`config.mk`:
```
export PLATFORM = sky130hd
export DESIGN_NAME = cks_ctrl
export DESIGN_NICKNAME = d
export VERILOG_FILES = /design/src/design/cks_pkg.sv /design/src/design/cks_ctrl.sv
export SDC_FILE = /design/constraint.sdc
export NUM_CORES = 1
export LEC_CHECK = 0
export ABC_AREA = 1
export BUFFER_PORTS_ARGS = -buffer_cell sky130_fd_sc_hd__buf_2
export CORE_AREA = 4 4 41 43
export CTS_CLUSTER_DIAMETER = 60
export CTS_CLUSTER_SIZE = 14
export DETAILED_ROUTE_END_ITERATION = 12
export DIE_AREA = 0 0 45 47
export GPL_TIMING_DRIVEN = 0
export HOLD_SLACK_MARGIN = 0.12
export RECOVER_POWER = 50
export SLEW_MARGIN = 20
export SYNTH_ARGS = -nofsm -noshare
export SYNTH_HDL_FRONTEND = slang
export SYNTH_SLANG_ARGS = --single-unit
```
`constraint.sdc`:
```
create_clock -name clk -period 1.8 [get_ports clk]
set_input_delay 0.18 -clock clk [delete_from_list [all_inputs] [get_ports clk]]
set_output_delay 0.18 -clock clk [all_outputs]
set_load 0.02 [all_outputs]
```
`src/design/cks_pkg.sv`:
```
// shared constants and types of the composite key record sorter
// no dependencies
package cks_pkg;
	localparam int StoreDepth = 64;
	localparam int IdxW = $clog2(StoreDepth);
	localparam int CntW = $clog2(StoreDepth + 1);
	localparam int KeyW = 144;
	localparam int RecW = 160;

	typedef struct packed {
		logic [15:0] key_top;
		logic [31:0] key_hi_hi;
		logic [31:0] key_hi_lo;
		logic [31:0] key_lo_hi;
		logic [31:0] key_lo_lo;
		logic [15:0] tag;
	} rec_t;

	typedef enum logic [2:0] {
		ST_LOAD,
		ST_SORT_RD,
		ST_SORT_CMP,
		ST_DRAIN_RD,
		ST_DRAIN_OUT
	} state_t;

	typedef struct packed {
		logic load;
		logic clear;
		logic sort_start;
		logic sort_rd;
		logic sort_cmp;
		logic drain_start;
		logic drain_rd;
		logic drain_next;
	} cmd_t;

	typedef struct packed {
		logic full;
		logic sort_done;
		logic cmp_shift;
		logic drain_last;
	} stat_t;
endpackage

```
`src/design/cks_ctrl.sv`:
```
// controller state machine: load, insertion sort, drain
// depends on cks_pkg
module cks_ctrl (
	input  logic clk,
	input  logic arst_n,
	input  logic in_valid,
	input  logic in_last,
	input  logic out_ready,
	input  cks_pkg::stat_t stat,
	output logic in_ready,
	output logic out_valid,
	output logic out_last,
	output logic out_ovf,
	output cks_pkg::cmd_t cmd
);
	import cks_pkg::*;

	state_t state_q, state_d;
	logic ovf_q;
	logic in_acc;

	assign in_acc = in_valid && in_ready;

	always_comb begin
		state_d = state_q;
		unique case (state_q)
			ST_LOAD: if (in_acc && in_last) state_d = ST_SORT_RD;
			ST_SORT_RD: state_d = stat.sort_done ? ST_DRAIN_RD : ST_SORT_CMP;
			ST_SORT_CMP: state_d = ST_SORT_RD;
			ST_DRAIN_RD: state_d = ST_DRAIN_OUT;
			ST_DRAIN_OUT: if (out_ready) state_d = stat.drain_last ? ST_LOAD : ST_DRAIN_RD;
			default: state_d = ST_LOAD;
		endcase
	end

	// sort_start issued with the last load: pointers reset as the record lands
	always_comb begin
		cmd = '0;
		in_ready = state_q == ST_LOAD;
		out_valid = state_q == ST_DRAIN_OUT;
		out_last = stat.drain_last;
		out_ovf = ovf_q;
		unique case (state_q)
			ST_LOAD: begin
				cmd.load = in_acc;
				cmd.sort_start = in_acc && in_last;
			end
			ST_SORT_RD: begin
				cmd.sort_rd = !stat.sort_done;
				cmd.drain_start = stat.sort_done;
			end
			ST_SORT_CMP: cmd.sort_cmp = 1'b1;
			ST_DRAIN_RD: cmd.drain_rd = 1'b1;
			ST_DRAIN_OUT: begin
				cmd.drain_next = out_ready;
				cmd.clear = out_ready && stat.drain_last;
			end
			default: ;
		endcase
	end

	always_ff @(posedge clk or negedge arst_n) begin
		if (!arst_n) begin
			state_q <= ST_LOAD;
			ovf_q <= 1'b0;
		end else begin
			state_q <= state_d;
			if (cmd.clear) ovf_q <= 1'b0;
			else if (in_acc && stat.full) ovf_q <= 1'b1;
		end
	end
endmodule

```
# Yosys cells after proc, flatten, opt, wreduce, memory -nomap -nowiden
# Index checks and enable logic that the tools add are counted.
# word_totals
register_bits,4
inputBits,9
out_inout_bits,12
wordCells,31
# classes
n_eq_ne,6
muxes,15
reduce_logical,8
# ops
cell,n
$pmux 3 s5,1
$mux 1,11
$eq 3x2->1 const B,2
$mux 3,2
$logic_and 1x1->1,4
$eq 3x1->1 const B,1
$eq 3x3->1 const B,1
$logic_not 3->1,1
$mux 2,1
$ne 2x1->1 const B,1
$ne 2x2->1 const B,1
$reduce_and 2->1,1
$reduce_bool 2->1,1
$logic_not 1->1,1

# Depth between registers and ports, before layout
# Gate-level depths: netlist of run 1.
# logic_depth
depth_word,5
ltp_mapped,6
depth_no_buf,6

# Least setup slack after synthesis of run 1
# No wires, ideal clock.
# synth_path
kind,register to output
startpoint,reg state_q[0]
endpoint,out cmd[5] in the netlist's numbering
arrival_ps,1195
required_time_ps,1620
slack_ps,425
stages_incl_launch_ff,6
n_path_buf,0
cell_sequence,dfrtp_1 > inv_2 > nand2_2 > nor2_2 > nand2_1 > nor2_1
# synth_rtl
element,line_no,text
from (decl),cks_ctrl.sv:18,"state_t state_q, state_d;"
from (signal assigned),cks_ctrl.sv:67,state_q <= state_d;
to (decl),cks_ctrl.sv:14,output cks_pkg::cmd_t cmd

==> metrics.txt, run 1 <==
root buffer selected by CTS=sky130_fd_sc_hd__clkbuf_4; I/O pin total=21; number of antenna violations at the first check in global routing=0; number of gates resized after CTS=0; max_cap viols=0; result of the run=finished, final reports clean; number of global-route vias before repair=301; Post-Synthesis Cells=44; area growth from synthesis to layout=49.34%; remaining number of nets flagged by the antenna check after routing=0; Filler cells=156; total DRC errors in the routed layout=0; number of diodes=0; Synth Warn #=0; clock tree from TritonCTS=done; wire length per cell after detailed routing=8.366 µm; Pwr per Cell Area=~1500 nW/µm²; Post-Syn Nets=53; critical setup path kind=flop to primary output; launch instance of the worst register-to-register path=state_q[0]; number of setup violations in the final report=0; Max-slew headroom=83.18%; wire length of the first global-routing pass=between 1000 and 1500 µm; max frequency=681.5 MHz; maximum number of pins on one net before global-route repair=5; number of design-rule violations left by the first detailed-router iteration=2; share of the synthesized area in the top cell type=a little over a third; VDD IR max=0.4823 mV; number of cells on the worst hold path=3; Hold WC Path Type=primary input to flop; total global routing track utilization=7.857%; number of hold buffers added after cts=1; Yosys cell types=14; crit share post-route=between 80% and 90%; time the final worst path needs with I/O delays and setup=1467 ps; crit path launch=state_q[0]; Hold Fails Final Rpt=0; sequential element share of the synthesized area=35.24%; DIE WIDTH=45 µm; number of buffers added by the clock tree synthesis step=3; Core Rows=13; via/cell ratio=roughly 3.9; path depth of the worst reg2reg path=6; cell area after technology mapping=284.0 µm²; peak fanout along the critical path=4; overall routed net length=~700 µm; number of buffers inserted to repair setup after CTS=0; DPL Wire Length=595 µm; most area-consuming cells after synthesis=sky130_fd_sc_hd__dfrtp_1 35%, sky130_fd_sc_hd__inv_1 12%, sky130_fd_sc_hd__nor2_1 12%; Final TNS setup=0 ps; Worst Path Required=roughly 1600 ps; hold_sp=stat[3]; final standard cell count with taps included and fillers excluded=82; 1st-pass router iterations=2; startpoint type of the worst setup path=flop; grt ovf=0; flip-flop and latch count after synthesis=4; Initial Utilization=21.83%; average cell area after synthesis=about 6.5 µm²; data arrival at the endpoint of the critical path=1290 ps; last weighted congestion value of the routability-driven placer=0.6774; slew of the pin with the lowest slew margin=253.3 ps; total of buffers placed on input and output ports=19; leakage power total=0.2728 nW; max-slew violation total from the final report=0; proportion of layout cells with a drive suffix above 1=43.28%; critical path capture point type=primary output; post-placement cell count=78; Core Region=1301 µm²; worst-case setup slack after placement=575.8 ps; clock slew at reported path FFs=about 40 ps; Die ar.=2115 µm²; Worst-Skew Late Latency=230 ps; Yosys top cell by area=sky130_fd_sc_hd__dfrtp_1; final clock skew=1.406 ps; Worst Slack Setup Final=332.6 ps; TritonCTS sink count=4; unrepaired setup endpoints after global routing=false; Bufs on Longest Clock Path=2; overall via count from detail_route=~320; height of the die=~47 µm; Clock H-tree levels=1; number of nets in the final layout=between 70 and 80
## through the flow
step / area [µm²] / total power [mW] / utilization, % / hold slack [ps]
final: 424.2 / 0.6564 / 32.60 / 226.0
after global routing: 424.2 / 0.7271 / 32.60 / 250.3
after CTS: 430.4 / 0.6831 / 33.08 / 215.4
after detailed placement: 397.9 / 0.5647 / 30.58 / -11.43
after global placement: 397.9 / 0.5626 / 30.58 / -11.30
after floorplan: 284.0 / 0.4495 / - / -115.6
## metal layers
metal | GRT usage [%] | routed length (µm)
met1 | 8.065 | 274
met2 | 12.99 | 327
met3 | 2.299 | 83
met4 | 7.018 | 0
met5 | 0 | 0
## report_power, final
part           switching [mW]  total (mW)  internal [mW]
registers              0.0347       0.159          0.125
clock network          0.0329       0.107         0.0743
logic                   0.259       0.390          0.131
total                   0.327       0.656          0.330
## registers in the layout, summed over array words and instances, names as in the netlist
signal,cells
state_q,3
out_ovf,1
## kinds of logic after synthesis
group / Yosys count / share of synthesized area (%)
compound gates: 3 / 6.605
buf+inv: 13 / 18.50
flops: 4 / 35.24
simple gates: 24 / 39.65
## cells in the final DEF (no fill, tap or decap)
cell	synthesis	final
sky130_fd_sc_hd__a21oi_1	1	1
sky130_fd_sc_hd__inv_2	3	3
sky130_fd_sc_hd__dlygate4sd3_1	0	1
sky130_fd_sc_hd__o21ai_0	1	1
sky130_fd_sc_hd__inv_1	9	9
sky130_fd_sc_hd__dfrtp_1	4	4
sky130_fd_sc_hd__buf_4	1	1
sky130_fd_sc_hd__nand3_2	1	1
sky130_fd_sc_hd__nor2_2	3	2
sky130_fd_sc_hd__nand2_1	7	7
sky130_fd_sc_hd__clkbuf_1	0	3
sky130_fd_sc_hd__buf_2	0	16
sky130_fd_sc_hd__clkbuf_4	0	3
sky130_fd_sc_hd__nor2_1	9	10
sky130_fd_sc_hd__o21ai_2	1	1
sky130_fd_sc_hd__nand3_1	1	1
sky130_fd_sc_hd__nand2_2	2	2
sky130_fd_sc_hd__nand4_1	1	1
## synth_stat cells
library cell	number
sky130_fd_sc_hd__a21oi_1	1
sky130_fd_sc_hd__buf_4	1
sky130_fd_sc_hd__dfrtp_1	4
sky130_fd_sc_hd__inv_1	9
sky130_fd_sc_hd__inv_2	3
sky130_fd_sc_hd__nand2_1	7
sky130_fd_sc_hd__nand2_2	2
sky130_fd_sc_hd__nand3_1	1
sky130_fd_sc_hd__nand3_2	1
sky130_fd_sc_hd__nand4_1	1
sky130_fd_sc_hd__nor2_1	9
sky130_fd_sc_hd__nor2_2	3
sky130_fd_sc_hd__o21ai_0	1
sky130_fd_sc_hd__o21ai_2	1
## cell type report
type                    instances  area, µm²  share of cell area, %
multi-input cells              27      128.9                  30.38
repair buffers                 20      101.3                  23.89
flip-flops and latches          4      100.1                  23.60
inverters                      12      45.04                  10.62
clock buffers                   3      22.52                  5.310
well taps                      15      18.77                  4.425
plain buffers                   1      7.507                  1.770
## worst max-delay path: stages (launching register included)
cell and delay [ps]:
sky130_fd_sc_hd__dfrtp_1 410, sky130_fd_sc_hd__nor2_1 210, sky130_fd_sc_hd__nand2_2 100, sky130_fd_sc_hd__nor2_1 140, sky130_fd_sc_hd__buf_2 190
## worst paths after layout
kind	endpoint	slack (ps)
max in group asynchronous	out_ovf	1320
worst max-delay path	cmd[6]	330
worst max register to register	state_q[0]	710
worst min-delay path	out_ovf	230
worst min register to register	out_ovf	520
min in group asynchronous	state_q[0]	300
(Power assumes the default switching activity.)
==> run 2, diff against run 1 <==
==> constraint.sdc (replaced) <==
create_clock -name clk -period 1.35 [get_ports clk]
set_input_delay 0.135 -clock clk [delete_from_list [all_inputs] [get_ports clk]]
set_output_delay 0.135 -clock clk [all_outputs]
set_load 0.02 [all_outputs]
==> metrics.txt, run 2 (synthesized netlist as in run 1, its figures left out) <==
result of the run=complete, but fails checks; failing checks=negative setup slack; critical setup path kind=flop to primary output; wire length of the first global-routing pass=1311 µm (+11%); post-placement cell count=78 (unchanged); power spent charging and discharging nets=0.5347 mW (+64%); critical path capture point type=primary output; final standard cell count with taps included and fillers excluded=90 (+9.8%); total global routing track utilization=8.730% (+0.87 points); overall via count from detail_route=356 (+12%); wire length per cell after detailed routing=9.389 µm (+12%); proportion of layout cells with a drive suffix above 1=54.67% (+11 points); Die ar.=2115 µm² (unchanged); most common library cell in the layout ignoring fill and taps=sky130_fd_sc_hd__buf_4; Worst Slack Setup Final=-24.92 ps (-357.5 ps); number of buffers added by the clock tree synthesis step=3 (unchanged); max-slew violation total from the final report=0 (unchanged); number of diodes=0 (unchanged); global routing met1 resource utilization=8.525% (+0.46 points); data arrival at the endpoint of the critical path=1240 ps (-50 ps); clock tree from TritonCTS=done; Core Rows=13 (unchanged); number of nets in the final layout=86 (+10%); height of the die=47 µm (unchanged); Hold Fails Final Rpt=0 (unchanged); met2 Use GR=15.54% (+2.5 points); Max-slew headroom=83.19% (about the same); max_cap viols=0 (unchanged); Worst-Skew Late Latency=230 ps (about the same); root buffer selected by CTS=sky130_fd_sc_hd__clkbuf_4; via/cell ratio=3.956 (+2.3%); most frequent cells in the layout=12 x sky130_fd_sc_hd__buf_4, 11 x sky130_fd_sc_hd__buf_2, 9 x sky130_fd_sc_hd__inv_1; combinational cell fraction of total power=69.6% (+10 points); total of buffers placed on input and output ports=19 (unchanged); clock slew at reported path FFs=40 ps (about the same); leakage power total=0.3158 nW (+16%); Bufs on Longest Clock Path=2 (unchanged); Initial Utilization=21.83% (unchanged); number of design-rule violations left by the first detailed-router iteration=1 (-1); number of global-route vias before repair=332 (+10%); Clock H-tree levels=1 (unchanged); DPL Wire Length=595 µm (unchanged); Reg with most FFs=state_q; final hold slack=181.1 ps (-44.86 ps); final clock skew=1.366 ps (-0.04017 ps); peak fanout along the critical path=3 (-1); Reg power frac=18.3% (-6.0 points); VDD IR max=0.7461 mV (+55%); Worst Path Required=1220 ps (-400 ps); I/O pin total=21 (unchanged); area growth from synthesis to layout=88.55%; TritonCTS sink count=4 (unchanged); crit share post-route=101.8%; time the final worst path needs with I/O delays and setup=1375 ps; maximum number of pins on one net before global-route repair=5 (unchanged); grt ovf=0 (unchanged); Pwr per Cell Area=2197 nW/µm² (+42%); peak-usage layer in the global routing report=met2; slew of the pin with the lowest slew margin=253.3 ps (-0.07534 ps); number of antenna violations at the first check in global routing=0 (unchanged); 1st-pass router iterations=2 (unchanged); number of flip-flops under the largest register name=3 (unchanged); unrepaired setup endpoints after global routing=true; Hold WC Path Type=primary input to flop; clock share of power=12.2% (-4.1 points); Core Region=1301 µm² (unchanged); global routing usage on met3=2.299% (unchanged); DIE WIDTH=45 µm (unchanged); max frequency=727.3 MHz; internal power consumption=0.6421 mW (+95%); last weighted congestion value of the routability-driven placer=0.6774 (unchanged); overall routed net length=845 µm (+23%); fraction of power spent switching nets=45.44% (-4.3 points); number of setup violations in the final report=1 (+1); total DRC errors in the routed layout=0 (unchanged); remaining number of nets flagged by the antenna check after routing=0 (unchanged); startpoint type of the worst setup path=flop
## run 2: changes by cell type in the layout (fill, tap and decap cells not counted)
| cell | before | now |
|---|---|---|
| sky130_fd_sc_hd__nand2_4 | 0 | 1 |
| sky130_fd_sc_hd__nand2_1 | 7 | 6 |
| sky130_fd_sc_hd__nand3_2 | 1 | 0 |
| sky130_fd_sc_hd__dfrtp_1 | 4 | 3 |
| sky130_fd_sc_hd__dfrtp_2 | 0 | 1 |
| sky130_fd_sc_hd__nor2_4 | 0 | 2 |
| sky130_fd_sc_hd__buf_6 | 0 | 2 |
| sky130_fd_sc_hd__nor2_1 | 10 | 8 |
| sky130_fd_sc_hd__nand3_4 | 0 | 1 |
| sky130_fd_sc_hd__buf_2 | 16 | 11 |
| sky130_fd_sc_hd__buf_4 | 1 | 12 |
## run 2: cell type report
cell class              instances  area (µm²)
fillers                       149       765.7
repair buffers                 28       181.4
multi-input cells              27       158.9
flip-flops and latches          4       101.3
inverters                      12       45.04
clock buffers                   3       22.52
well taps                      15       18.77
plain buffers                   1       7.507
## run 2: power by group through the flow
stage | Combinational [mW] | Clock [mW] | Sequential (mW)
2_1_floorplan | 0.378 | 0 | 0.222
3_3_place_gp | 0.533 | 0 | 0.218
3_5_place_dp | 0.534 | 0 | 0.219
4_1_cts | 0.661 | 0.154 | 0.209
5_1_grt | 0.892 | 0.156 | 0.224
6_report | 0.819 | 0.143 | 0.215
## run 2: metal layers
metal / wire [µm] / part of all wire (%)
met1: 314 / 37
met2: 449 / 53
met3: 81 / 9.6
met4: 0 / 0
met5: 0 / 0
## run 2: critical path: stages, from the launching register on
cell and delay [ps]:
sky130_fd_sc_hd__dfrtp_1 400, sky130_fd_sc_hd__inv_2 100, sky130_fd_sc_hd__nand2_4 60, sky130_fd_sc_hd__nor2_4 130, sky130_fd_sc_hd__nand2_2 70, sky130_fd_sc_hd__nor2_1 100
sky130_fd_sc_hd__buf_4 150
## run 2: timing repair
action | 4_1_cts | 5_1_grt
hold buffers | 1 | 0
buffers inserted | 5 | 3
pin swaps | 1 | 2
gates resized for setup | 3 | 11
hold endpoints to repair | 4 | 0
setup endpoints to repair | 3 | 5
## run 2: final timing paths
path                       startpoint    endpoint  slack, ps  cells past startpoint
max in group asynchronous      arst_n  state_q[1]        890                      2
setup / recovery           state_q[0]      cmd[5]        -20                      6
hold / removal                stat[3]     out_ovf        180                      3
setup reg to reg           state_q[2]  state_q[0]        230                      7
min in group asynchronous      arst_n  state_q[0]        260                      2
hold reg to reg               out_ovf     out_ovf        520                      2
## run 2: metrics by stage
step / util (%) / area [µm²] / setup TNS, ps / total power [mW] / setup WS [ps]
global route: 41.15 / 535.5 / -79.81 / 1.272 / -71.21
finish: 41.15 / 535.5 / -24.92 / 1.177 / -24.92
CTS: 36.73 / 478.0 / -1.453 / 1.024 / -1.453
detailed placement: 30.58 / 397.9 / 0 / 0.7530 / 170.8
global placement: 30.58 / 397.9 / 0 / 0.7501 / 193.6
floorplan: - / 284.0 / 0 / 0.5994 / 20.29
==> run 3, diff against run 2 <==
==> constraint.sdc (replaced) <==
create_clock -name clk -period 1.5 [get_ports clk]
set_input_delay 0.15 -clock clk [delete_from_list [all_inputs] [get_ports clk]]
set_output_delay 0.15 -clock clk [all_outputs]
set_load 0.02 [all_outputs]
==> metrics.txt, run 3 (synthesized netlist as in run 1, its figures left out) <==
most common library cell in the layout ignoring fill and taps=sky130_fd_sc_hd__buf_2; number of design-rule violations left by the first detailed-router iteration=2 (+1); startpoint type of the worst setup path=flop; Hold WC Path Type=primary input to flop; number of flip-flops under the largest register name=3 (unchanged); total global routing track utilization=7.857% (-0.87 points); remaining number of nets flagged by the antenna check after routing=0 (unchanged); overall via count from detail_route=318 (-11%); height of the die=47 µm (unchanged); total of buffers placed on input and output ports=19 (unchanged); worst path buffer plus inverter count=2 (unchanged); data arrival at the endpoint of the critical path=1270 ps (+30 ps); DPL Wire Length=595 µm (unchanged); Core Rows=13 (unchanged); Bufs on Longest Clock Path=2 (unchanged); clock tree from TritonCTS=done; area growth from synthesis to layout=50.66%; Initial Utilization=21.83% (unchanged); Crit-path slowest cell=sky130_fd_sc_hd__dfrtp_2; 1st-pass router iterations=4 (+2); unrepaired setup endpoints after global routing=false; wire length of the first global-routing pass=1186 µm (-9.5%); critical path capture point type=primary output; delay contributed by the slowest stage of the critical path=430 ps (+30 ps); number of antenna violations at the first check in global routing=0 (unchanged); final hold slack=195.2 ps (+14.06 ps); clock slew at reported path FFs=40 ps (about the same); VDD IR max=0.5853 mV (-22%); leakage power total=0.2719 nW (-14%); time the final worst path needs with I/O delays and setup=roughly 1400 ps; slew of the pin with the lowest slew margin=253.2 ps (-0.07832 ps); I/O pin total=21 (unchanged); Final Core Density=32.88% (-8.3 points); PnR Total Power=0.8000 mW (-32%); number of buffers added by the clock tree synthesis step=3 (unchanged); via/cell ratio=3.878 (-2.0%); max-slew violation total from the final report=0 (unchanged); Worst Path Required=1350 ps (+130 ps); proportion of layout cells with a drive suffix above 1=46.27% (-8.4 points); final clock skew=2.979 ps (+1.613 ps); most frequent cells in the layout=16 x sky130_fd_sc_hd__buf_2, 9 x sky130_fd_sc_hd__nor2_1, 9 x sky130_fd_sc_hd__inv_1; crit share post-route=a little over nine tenths; grt ovf=0 (unchanged); critical setup path kind=flop to primary output; Filler cells=155 (+4.0%); overall routed net length=688 µm (-19%); Core Region=1301 µm² (unchanged); number of setup violations in the final report=0 (-1); maximum number of pins on one net before global-route repair=5 (unchanged); Die ar.=2115 µm² (unchanged); root buffer selected by CTS=sky130_fd_sc_hd__clkbuf_4; slack of the worst reg-to-reg path=460 ps (+230 ps); last weighted congestion value of the routability-driven placer=0.6774 (unchanged); max_cap viols=0 (unchanged); Max-slew headroom=83.19% (about the same); Clock H-tree levels=1 (unchanged); number of diodes=0 (unchanged); number of global-route vias before repair=301 (-9.3%); DIE WIDTH=45 µm (unchanged); wire length per cell after detailed routing=8.390 µm (-11%); Final TNS setup=0 ps (+24.92 ps); TritonCTS sink count=4 (unchanged); Critical Path, Cell by Cell=inv_2, nand2_2, nor2_2, nand2_1, nor2_1, buf_2; number of nets in the final layout=78 (-9.3%); peak fanout along the critical path=4 (+1); result of the run=finished, final reports clean; max frequency=between 700 and 800 MHz; area used by multi-input combinational logic=131.4 µm² (-17%); Worst-Skew Late Latency=230 ps (about the same); Hold Fails Final Rpt=0 (unchanged); storage element area=101.3 µm² (unchanged); cell family contributing the most delay on the critical path=flip-flops; Reg with most FFs=state_q; total DRC errors in the routed layout=0 (unchanged); number of buffers inserted to repair setup after CTS=0 (-5); Pwr per Cell Area=1869 nW/µm² (-15%)
==> run 3: layer usage <==
| layer | global-route usage (%) | routed length [µm] |
|---|---|---|
| met1 | 8.065 | 283 |
| met3 | 2.299 | 78 |
| met5 | 0 | 0 |
| met4 | 7.018 | 0 |
| met2 | 12.99 | 326 |
==> run 3: worst reg2reg max path, cell delays in order (launching register included) <==
cell                      delay [ps]
sky130_fd_sc_hd__dfrtp_1         410
sky130_fd_sc_hd__nor2_2          180
sky130_fd_sc_hd__nand2_2          90
sky130_fd_sc_hd__inv_2            60
sky130_fd_sc_hd__nand2_1          60
sky130_fd_sc_hd__nand2_1          90
sky130_fd_sc_hd__nor2_1           50
==> run 3: cell type report <==
cell class                      count  share of cell area (%)
Clock buffer                        3                   5.263
Multi-Input combinational cell     27                   30.70
Buffer                              1                   1.754
Timing Repair Buffer               20                   23.68
Inverter                           12                   10.53
Tap cell                           15                   4.386
Sequential cell                     4                   23.68
==> run 3: stage by stage <==
stage	cells	area, µm²	setup WS (ps)
floorplan	44	284.0	155.3
global placement	78	397.9	328.6
detailed placement	78	397.9	305.8
CTS	82	430.4	50.88
global route	82	427.9	0.4238
finish	82	427.9	78.76
==> run 3: path summary, 6_finish.rpt <==
check / start / endpoint / cells past startpoint
min reg2reg: out_ovf / out_ovf / 2
min in group asynchronous: arst_n / state_q[1] / 2
max: state_q[0] / cmd[5] / 6
max reg2reg: state_q[1] / state_q[0] / 6
min: stat[3] / out_ovf / 3
max in group asynchronous: arst_n / state_q[0] / 2
==> run 3: repair_timing <==
item / in CTS / in global routing
endpoints found under the setup margin: 0 / 1
gates resized for setup: 0 / 1
hold buffers: 1 / 0
endpoints found under the hold margin: 4 / 0
==> run 3: power breakdown <==
part | internal (mW) | switching (mW)
registers | 0.152 | 0.0458
clock network | 0.0893 | 0.0410
logic | 0.160 | 0.312
